[src/hdl/coo_index_value_sorter_macros.svh]
// Assertion macros for the COO entry sorter.
`ifndef COO_INDEX_VALUE_SORTER_MACROS_SVH
`define COO_INDEX_VALUE_SORTER_MACROS_SVH

// Plain property, checked on every clock outside reset.
`define CIVS_ASSERT(label, prop, msg) \
    label: assert property (@(posedge clk) disable iff (!rst_n) (prop)) else $error(msg);

// Same-cycle implication.
`define CIVS_ASSERT_IMP(label, ante, cons, msg) \
    label: assert property (@(posedge clk) disable iff (!rst_n) (ante) |-> (cons)) \
        else $error(msg);

`endif

[src/hdl/civs_pkg.sv]
// Shared types and constants of the COO entry sorter.
package civs_pkg;

    localparam int COORD_W         = 31;
    localparam int VALUE_W         = 64;
    localparam int NUM_COORDS      = 4;
    localparam int RANK_W          = 3;
    localparam int MAX_ENTRIES_DEF = 64;
    localparam int MAX_RANK_DEF    = 4;

    typedef struct packed {
        logic [COORD_W-1:0] coord_0;
        logic [COORD_W-1:0] coord_1;
        logic [COORD_W-1:0] coord_2;
        logic [COORD_W-1:0] coord_3;
        logic [VALUE_W-1:0] value_bits;
        logic               is_last;
    } item_t;

    typedef struct packed {
        logic [COORD_W-1:0] coord_0;
        logic [COORD_W-1:0] coord_1;
        logic [COORD_W-1:0] coord_2;
        logic [COORD_W-1:0] coord_3;
        logic [VALUE_W-1:0] value_bits;
    } entry_t;

    typedef struct packed {
        logic [COORD_W-1:0] sorted_coord_0;
        logic [COORD_W-1:0] sorted_coord_1;
        logic [COORD_W-1:0] sorted_coord_2;
        logic [COORD_W-1:0] sorted_coord_3;
        logic [VALUE_W-1:0] sorted_value;
        logic               final_entry;
        logic               overflowed;
    } result_t;

endpackage

[src/hdl/civs_front.sv]
// Front end: input handshake, key rank register and a two-deep item queue.
module civs_front
    import civs_pkg::*;
(
    input  logic              clk,
    input  logic              rst_n,
    input  logic              start,
    output logic              busy,
    input  item_t             item,
    input  logic              cfg_valid,
    output logic              cfg_ready,
    input  logic [RANK_W-1:0] cfg_data,
    output logic [RANK_W-1:0] key_rank,
    output logic              fifo_valid,
    output item_t             fifo_item,
    input  logic              fifo_pop,
    input  logic              set_done
);

    item_t             fifo_reg [2];
    logic              wr_ptr_reg;
    logic              rd_ptr_reg;
    logic [1:0]        cnt_reg;
    logic              pend_reg;
    logic [RANK_W-1:0] rank_reg;
    logic              push;

    assign busy       = (cnt_reg == 2'd2) | pend_reg;
    assign push       = start & ~busy;
    assign fifo_valid = (cnt_reg != 2'd0);
    assign fifo_item  = fifo_reg[rd_ptr_reg];
    assign cfg_ready  = 1'b1;
    assign key_rank   = rank_reg;

    always_ff @(posedge clk)
    begin
        if (push)
        begin
            fifo_reg[wr_ptr_reg] <= item;
        end
    end

    always_ff @(posedge clk or negedge rst_n)
    begin
        if (!rst_n)
        begin
            wr_ptr_reg <= 1'b0;
            rd_ptr_reg <= 1'b0;
            cnt_reg    <= 2'd0;
            pend_reg   <= 1'b0;
            rank_reg   <= RANK_W'(1);
        end
        else
        begin
            if (push)
            begin
                wr_ptr_reg <= ~wr_ptr_reg;
            end
            if (fifo_pop)
            begin
                rd_ptr_reg <= ~rd_ptr_reg;
            end
            cnt_reg <= cnt_reg + {1'b0, push} - {1'b0, fifo_pop};
            if (push && item.is_last)
            begin
                pend_reg <= 1'b1;
            end
            else if (set_done)
            begin
                pend_reg <= 1'b0;
            end
            if (cfg_valid)
            begin
                rank_reg <= cfg_data;
            end
        end
    end

endmodule

[config.mk]
export PLATFORM = sky130hd
export DESIGN_NAME = civs_front
export DESIGN_NICKNAME = d
export VERILOG_FILES = /design/src/hdl/coo_index_value_sorter_macros.svh /design/src/hdl/civs_pkg.sv /design/src/hdl/civs_front.sv
export SDC_FILE = /design/constraint.sdc
export NUM_CORES = 1
export LEC_CHECK = 0
export BUFFER_PORTS_ARGS = -buffer_cell sky130_fd_sc_hd__buf_2
export CAP_MARGIN = 20
export CORE_ASPECT_RATIO = 0.75
export CORE_UTILIZATION = 56
export DETAILED_ROUTE_END_ITERATION = 10
export PLACE_DENSITY = 0.84
export REMOVE_ABC_BUFFERS = 1
export SLEW_MARGIN = 40
export SYNTH_ARGS = -nofsm -noshare
export SYNTH_HDL_FRONTEND = slang
export SYNTH_SLANG_ARGS = --single-unit
export TNS_END_PERCENT = 20
[constraint.sdc]
create_clock -name clk -period 25.5 [get_ports clk]
set_clock_uncertainty 0.15 [all_clocks]
set_input_delay 5.1 -clock clk [delete_from_list [all_inputs] [get_ports clk]]
set_output_delay 5.1 -clock clk [all_outputs]
set_load 0.05 [all_outputs]
==> results of run 1 <==
## synth_stat cells
library cell	number
ha_1	1
mux2i_1	1
buf_6	12
edfxtp_1	378
and3_1	1
nand4b_1	1
nor2_1	1
mux2_2	92
xor2_1	2
buf_2	9
dfrtp_1	7
nand2_1	1
o211ai_1	1
nand3_1	1
nand2b_1	4
or2_2	1
buf_4	1
nor2b_1	1
dfstp_2	1
conb_1	1
mux2_4	100
xnor2_1	2
## cell families (layout without fill, tap and decap cells)
logic type / count (synthesis) / after routing / share of synthesized area
compound gates: 1 / 1 / 0.0005211
xor+xnor: 4 / 4 / 0.002431
fa+ha+maj: 1 / 1 / 0.0008681
buf+inv: 22 / 460 / 0.01302
flops: 386 / 386 / 0.8016
mux: 193 / 193 / 0.1768
other cells: 1 / 4 / 0.0002602
simple gates: 11 / 11 / 0.004515
## routing by layer
| layer | up-vias | GRT usage | share of wire |
|---|---|---|---|
| li1 | 3306 | - | - |
| met1 | 3572 | 0.2450 | 0.37 |
| met2 | 336 | 0.3561 | 0.51 |
| met3 | 53 | 0.06995 | 0.10 |
| met4 | 4 | 0.05695 | 0.021 |
| met5 | - | 0 | 0.00094 |
## final cells by class
| cell class | instances | area (um^2) |
|---|---|---|
| clock buffers | 52 | 992.2 |
| well taps | 338 | 422.9 |
| flip-flops and latches | 386 | 11560 |
| diodes | 3 | 7.507 |
| fillers | 1539 | 7252 |
| repair buffers | 400 | 2087 |
| multi-input cells | 211 | 2684 |
| clock inverters | 8 | 85.08 |
## critical path, cell delays in order, from the launching register on
cell and delay (ns):
dfrtp_4 0.80, buf_12 0.31, buf_6 0.59, mux2_2 0.42
buf_2 0.21
## power groups by stage
stage / registers, mW / clock network, mW / logic [mW]
after global routing: 0.896 / 0.528 / 1.02
final: 0.885 / 0.496 / 0.987
after floorplan: 0.961 / 0 / 0.803
after detailed placement: 0.898 / 0 / 0.992
after CTS: 0.886 / 0.507 / 0.995
after global placement: 0.903 / 0 / 0.966
## final timing paths
| kind | end | slack (ns) | cells after the start |
|---|---|---|---|
| min in group asynchronous | key_rank[2] | 4.29 | 1 |
| hold / removal | key_rank[2] | 0.36 | 1 |
| setup reg to reg | fifo_reg[1][162] | 23.04 | 3 |
| setup / recovery | fifo_item[15] | 17.32 | 4 |
| max in group asynchronous | key_rank[0] | 20.66 | 1 |
| hold reg to reg | key_rank[2] | 0.36 | 1 |
==> results.cfg, run 1 <==
[power_and_ir_drop]
intPower_mw = 1.423
power_frac_comb = 0.417
seqPwrFrac = 0.374
p_total_mw = 2.368
p_leak_nw = 6.939
power_density_nw_per_um2 = 132.8
ir_worst_vdd_uv = 86.72
swShare = 0.3992
clkPwrFrac = 0.210
p_sw_mw = 0.9451

[floorplanning]
design.die.area_um2 = 26390
num_rows = 50
die_x_um = 187.2
core_um2 = 25090
dieHeight_um = 140.9
initial_core_util = 0.5745
design.portCount = 393

[synth]
netlist_area_um2 = 14410
synth-seq-area-share = 0.8016
avgSynthCellArea_um2 = 23.28
synthDistinctLibCells = 22
synth.largest_area_cell = edfxtp_1
syn-instance-count = 619
ys_ff_latch = 386
synth_area_leaders = edfxtp_1 79%, mux2_4 10%, mux2_2 7.2%
yosysWarnings = 0
yosysTopAreaCellShare = 0.7876

[sta]
fin_setup_tns_ns = 0
grt_setup_unrepaired = no
hold_viol_final = 0
layout_min_cycle_time_ns = 8.177
finalCritPeriodShare = 0.3207
fin_ws_ns = 17.32
slew_headroom = 0.4851
worst_pin_slew_ns = 0.7724
slew_viol_final = 0
holdWs_ns = 0.3607
max_freq_mhz = 122.3
setup_viol = 0

[clocking]
cts_resized = 0
postCtsSetupRepairBufs = 0
cts-root-buf = clkbuf_16
clk_latency_ns = 0.49
clkTransAtPathRegs_ns = 0.06
postCtsHoldBufs = 0
cts_made_buffers = 37
cts_buffer_depth = 3
htreeDepth = 2
tritoncts = done
clock-sinks = 386

[global_routing]
grt_max_degree = 78
overflow = 0
grt_usage = 0.2051
antenna_found_initial = 4
grt_pass1_wl_um = 41260
grt_pass1_vias = 7607

[setup_path]
cp-startpoint = rd_ptr_reg
arrival_ns = 2.93
required_ns = 20.25
cp-end-kind = output port
startpoint_type = flop
critPathMaxFanout = 56
reg2reg_from = pend_reg
critPathKind = reg2out

[route]
wl_per_cell_um = 19.73
drt_first_iter_violations = 494
viasPerCell = 5.201
drc = 0
num_vias = 7271
drt-total-wl_um = 27590
first_pass_iters = 5
ant_nets = 0

[job]
maxCapViolCount = 0

[finish]
final_common_cell = buf_2
drive_gt1_frac = 0.6045
mostFrequentLayoutCells = 391 x buf_2, 378 x edfxtp_1, 100 x mux2_4
syn_to_final_growth_pct = 23.75
fin_nets = 1235
largest_register_ffs = 378
layoutNonFillerInstCount = 1398
final_util = 0.7109
fin_area_um2 = 17830

[worst_hold_path]
min_path_type = reg2reg
hold_path_startpoint = key_rank[2]

[placed_design]
pre_cts_slack_ns = 17.82
dpl_cell_area_um2 = 16750
gp_congestion = 0.7464
placed_cells = 1335
io_buffers = 391
dpl.hpwl_um = 18610

[outcome]
outcome = finished clean
No activity file was read; power rests on OpenSTA's default activity.
==> inputs of run 2 (changes only) <==
Settings changed: ABC_AREA set to 1, CORE_UTILIZATION 56 to 52, PLACE_DENSITY 0.84 to 0.79.
Clock period 25.5 ns to 8.17 ns, I/O delays scaled along.
==> run 2 against run 1 <==
Net effect:
- flip-flop and latch count stayed put
- register-to-register slack worse by 18 ns
- utilization is 5.4 points lower
==> results.cfg, run 2 <==
[synth]
synth_commonest_cells = 378 x edfxtp_1, 100 x mux2_4, 92 x mux2_2
synth_area_leaders = edfxtp_1 79%, mux2_4 10%, mux2_2 7.2%
avgSynthCellArea_um2 = 22.88
yosysWarnings = 0
ys_ff_latch = 386
synth-edff-count = 378
synth_ff_type = edfxtp_1
synth.largest_area_cell = edfxtp_1
yosysTopAreaCellShare = 0.7875
syn-instance-count = 630
netlist_area_um2 = 14410
yosysMostFrequentCell = edfxtp_1
ys_async_sr_fraction = 0.02073
synth-seq-area-share = 0.8015
synthDistinctLibCells = 17

[setup_path]
slowest_delay_ns = 0.78
crit_buf_inv = 2
reg2reg_from = cnt_reg[1]
cp_cell_sequence = buf_6 -> mux2_2 -> buf_2
critPathMaxFanout = 61
critPathKind = reg2out
critPathSlowestCell = dfrtp_4
required_ns = 6.39
r2r-end = fifo_reg[0][81]
cp-end-kind = output port
reg2reg_slack_ns = 5.40
crit_family = buffers and inverters
worst_r2r_path_depth = 4
startpoint_type = flop
arrival_ns = 2.62

[route]
first_pass_iters = 5
ant_nets = 0
viasPerCell = 5.101
num_vias = 7269
drt_first_iter_violations = 397
wl_per_cell_um = 20.08
drc = 0
drt-total-wl_um = 28620

[global_routing]
grt_usage = 0.1989
grt_pass1_wl_um = 42340
overflow = 0
grt_max_degree = 136
grt_pass1_vias = 7443
antenna_found_initial = 9

[worst_hold_path]
min_path_type = reg2reg
hold_path_depth = 2
min_to = wr_ptr_reg
hold_path_startpoint = wr_ptr_reg

[placed_design]
io_buffers = 391
gp_congestion = 0.7954
dpl.hpwl_um = 19070
placed_cells = 1356

[sta]
setup_viol = 0
grt_setup_unrepaired = no
worst_pin_slew_ns = 0.7801
finalCritPeriodShare = 0.5393
layout_min_cycle_time_ns = 4.406
max_freq_mhz = 226.9
hold_viol_final = 0
fin_setup_tns_ns = 0
slew_headroom = 0.4799
slew_viol_final = 0

[clocking]
cts-root-buf = clkbuf_16
postCtsSetupRepairBufs = 0
cts_resized = 0
cts_buffer_depth = 3
clock-sinks = 386
cts_made_buffers = 36
postCtsHoldBufs = 0
htreeDepth = 2
clk_latency_ns = 0.51
tritoncts = done
clkTransAtPathRegs_ns = 0.06

[outcome]
outcome = finished clean

[floorplanning]
die_x_um = 194.2
design.portCount = 393
initial_core_util = 0.5313
design.die.area_um2 = 28400
core_um2 = 27130
dieHeight_um = 146.2
num_rows = 52

[power_and_ir_drop]
power_density_nw_per_um2 = 418.2
seqPwrFrac = 0.372
swShare = 0.4056
p_leak_nw = 6.986
ir_worst_vdd_uv = 296.1
p_sw_mw = 3.024
intPower_mw = 4.431
power_frac_comb = 0.418
clkPwrFrac = 0.210

[finish]
largest_register_ffs = 378
mostFrequentLayoutCells = 391 x buf_2, 378 x edfxtp_1, 100 x mux2_4
regArea_um2 = 11560
fin_nets = 1242
layoutNonFillerInstCount = 1425
syn_to_final_growth_pct = 23.65
fillerInstances = 1799
drive_gt1_frac = 0.6015
final_common_cell = buf_2
multiInputGateArea_um2 = 2648

[job]
maxCapViolCount = 0
## run 2: cell count changes in the layout (fill, tap and decap cells not counted), moves of 3 or more
cell	before	now
nand2b_1	4	0
buf_6	6	3
inv_1	0	8
clkbuf_1	14	7
clkinv_2	2	10
clkinv_1	4	7
nand2_1	1	12
## run 2: layout make-up
| class | count | share of cell area |
|---|---|---|
| Timing Repair Buffer | 397 | 0.1137 |
| Clock inverter | 20 | 0.008073 |
| Multi-Input combinational cell | 213 | 0.1485 |
| Antenna cell | 5 | 0.0007020 |
| Clock buffer | 44 | 0.05342 |
| Tap cell | 351 | 0.02464 |
| Sequential cell | 386 | 0.6484 |
| Inverter | 9 | 0.002597 |
## run 2: power by group through the flow
stage | clock network [mW] | logic, mW | registers, mW
final | 1.57 | 3.12 | 2.77
after CTS | 1.60 | 3.14 | 2.77
after global routing | 1.67 | 3.23 | 2.80
after global placement | 0 | 3.11 | 2.80
after floorplan | 0 | 2.54 | 3.01
after detailed placement | 0 | 3.13 | 2.81
## run 2: per-layer routing
layer  wire length (um)  part of all wire  track usage  vias up
li1                   -                 -            -     3330
met1              11500              0.40       0.2468     3557
met2              13980              0.49       0.3293      319
met3               2601             0.091      0.07092       51
met4                465             0.016      0.06032       12
met5                 79            0.0028            0        -
## run 2: cell families after synthesis
kind of cell	count (synthesis)	synth area share
compound gates	1	0.0004343
xor+xnor	1	0.0006077
fa+ha+maj	1	0.0008679
buf+inv	31	0.01536
flops	386	0.8015
mux	192	0.1760
other cells	1	0.0002602
simple gates	17	0.004947
## run 2: worst max-delay path by stage
stage               start          endpoint  slack [ns]  cells past startpoint
3_3_place_gp        start   fifo_reg[1][11]        4.00                      5
5_1_grt        rd_ptr_reg     fifo_item[14]        3.67                      3
4_1_cts        rd_ptr_reg     fifo_item[14]        3.76                      3
6_report       rd_ptr_reg     fifo_item[14]        3.76                      3
2_1_floorplan       start    fifo_reg[1][0]       -2.35                      2
3_5_place_dp        start  fifo_reg[0][186]        4.15                      4
## run 2: stage by stage
| stage | power (mW) | instance area (um^2) | util | hold WS (ns) | worst slack (ns) |
|---|---|---|---|---|---|
| 5_1_grt | 7.706 | 17820 | 0.6568 | 0.3591 | 3.668 |
| 6_report | 7.454 | 17820 | 0.6569 | 0.3261 | 3.764 |
| 4_1_cts | 7.521 | 17810 | 0.6565 | 0.3318 | 3.755 |
| 3_3_place_gp | 5.911 | 16700 | 0.6155 | 0.3159 | 3.996 |
| 3_5_place_dp | 5.945 | 16710 | 0.6161 | 0.3131 | 4.149 |
| 2_1_floorplan | 5.541 | 14230 | - | 0.2919 | -2.354 |
## run 2: worst register-to-register path, cell delays in order (launching register included)
cell and delay (ns):
dfrtp_1 0.39, nand2_1 0.14, nand4_1 0.31, inv_12 0.60
buf_4 0.78
==> inputs of run 3 (changes only) <==
Settings changed: CORE_UTILIZATION 52 to 47, PLACE_DENSITY 0.79 to 0.76.
Clock period 8.17 ns to 3.6 ns, I/O delays scaled along.
==> run 3 against run 2 <==
Net effect:
- first-iteration DRC count up 5.5%
- via count rose by 1.6%
- clock power rose to 2.5 times the previous value
- flip-flop and latch count did not move
- non-clock buffer count is 13 higher
- count of clock-buffer cells in the layout increased by 1
- global-route usage is 2.1 points lower
- sequential share of layout area is 1.2 points lower
- register-to-register slack worse by 3.9 ns
- combinational power grew 130%
- power is 130% higher
- setup slack got worse by 3.4 ns
- critical endpoint is now fifo_item[6]
==> results.cfg, run 3 (synthesis results as in run 2) <==
[outcome]
outcome = finished clean

[power_and_ir_drop]
ir_worst_vdd_uv = 833.8
power_density_nw_per_um2 = 958.7
p_total_mw = 17.42
p_leak_nw = 7.132

[finish]
syn_to_final_growth_pct = 26.05
fin_nets = 1256
layoutNonFillerInstCount = 1484
mostFrequentLayoutCells = 391 x buf_2, 378 x edfxtp_1, 100 x mux2_4
final_common_cell = buf_2
fillerInstances = 2190
regArea_um2 = 11560
drive_gt1_frac = 0.6066
multiInputGateArea_um2 = 2648
final_util = 0.6028
largest_register_ffs = 378

[placed_design]
pre_cts_slack_ns = 0.9076
io_buffers = 391
gp_congestion = 0.7600
placed_cells = 1416
dpl.hpwl_um = 19680

[setup_path]
required_ns = 2.73
cp_cell_sequence = buf_12 -> mux2_2 -> buf_2
critPathMaxFanout = 45
cp-end-kind = output port
startpoint_type = flop
crit_buf_inv = 2
slowest_delay_ns = 0.80
critPathSlowestCell = dfrtp_4
critPathKind = reg2out
reg2reg_slack_ns = 1.48
reg2reg_from = cnt_reg[1]
worst_r2r_path_depth = 4
arrival_ns = 2.34
r2r-end = fifo_reg[0][80]
crit_family = flip-flops

[clocking]
cts-root-buf = clkbuf_16
clk_latency_ns = 0.50
cts_made_buffers = 37
clock-sinks = 386
htreeDepth = 2
cts_resized = 0
clkTransAtPathRegs_ns = 0.06
cts_buffer_depth = 3
tritoncts = done

[floorplanning]
num_rows = 55
die_x_um = 204.2
design.portCount = 393
design.die.area_um2 = 31380
core_um2 = 30140
initial_core_util = 0.4782
dieHeight_um = 153.7

[worst_hold_path]
hold_path_depth = 1
min_to = fifo_reg[0][126]
min_path_type = in2reg
hold_path_startpoint = item[126]

[sta]
setup_viol = 0
max_freq_mhz = 311.2
fin_ws_ns = 0.3868
finalCritPeriodShare = 0.8926
layout_min_cycle_time_ns = 3.213
hold_viol_final = 0
slew_viol_final = 0
holdWs_ns = 0.2497
grt_setup_unrepaired = no
slew_headroom = 0.6002
worst_pin_slew_ns = 0.5996

[route]
drt_first_iter_violations = 419
wl_per_cell_um = 19.55
ant_nets = 0
first_pass_iters = 4
num_vias = 7386
drc = 0
drt-total-wl_um = 29020
viasPerCell = 4.977

[global_routing]
grt_max_degree = 96
grt_pass1_vias = 7509
grt_usage = 0.1783
antenna_found_initial = 9
overflow = 0
grt_pass1_wl_um = 42300

[job]
maxCapViolCount = 0
## run 3: changes by cell type in the layout (fill, tap and decap cells not counted), sizes merged
cell | before | now
buf | 397 | 409
bufinv | 2 | 7
clkbuf | 44 | 45
clkinv | 17 | 13
clkinvlp | 1 | 0
diode | 5 | 2
dlygate4sd3 | 0 | 1
## run 3: area by class of cell
| type | count | share of cell area |
|---|---|---|
| well taps | 399 | 0.02748 |
| repair buffers | 410 | 0.1198 |
| clock buffers | 45 | 0.05372 |
| inverters | 9 | 0.002273 |
| multi-input cells | 213 | 0.1457 |
| diodes | 2 | 0.0002755 |
| clock inverters | 20 | 0.01467 |
| flip-flops and latches | 386 | 0.6360 |
## run 3: per-layer routing
layer	GRT usage	part of all wire	routed length [um]	vias up
met1	0.2187	0.40	11690	3657
li1	-	-	-	3354
met2	0.2920	0.48	13830	307
met4	0.04655	0.017	482	12
met5	0	0.0024	71	-
met3	0.07334	0.10	2939	56
## run 3: per-stage QoR
| step | TNS (ns) | area (um^2) |
|---|---|---|
| after floorplan | -2113.20 | 14230 |
| after global placement | 0 | 16910 |
| after CTS | 0 | 18160 |
| after global routing | 0 | 18170 |
| after detailed placement | 0 | 16910 |
| final | 0 | 18170 |
## run 3: worst max path at each step
stage / startpoint / endpoint / slack, ns / cells after the start
after floorplan: start / fifo_reg[1][0] / -6.01 / 2
after global placement: rd_ptr_reg / fifo_item[12] / 0.91 / 3
after detailed placement: rd_ptr_reg / fifo_item[6] / 0.91 / 3
after CTS: rd_ptr_reg / fifo_item[12] / 0.34 / 3
after global routing: rd_ptr_reg / fifo_item[6] / 0.29 / 3
final: rd_ptr_reg / fifo_item[6] / 0.39 / 3
## run 3: power breakdown
part           switching, mW  internal, mW  total [mW]
Clock                   1.53          2.42        3.95
Sequential             0.283          5.98        6.27
Combinational           5.06          2.13        7.20
Total                   6.88          10.5        17.4
## run 3: repair_timing
action,in CTS,in global routing
setup buffers,0,0
endpoints found under the hold margin,7,0
hold buffers,1,0
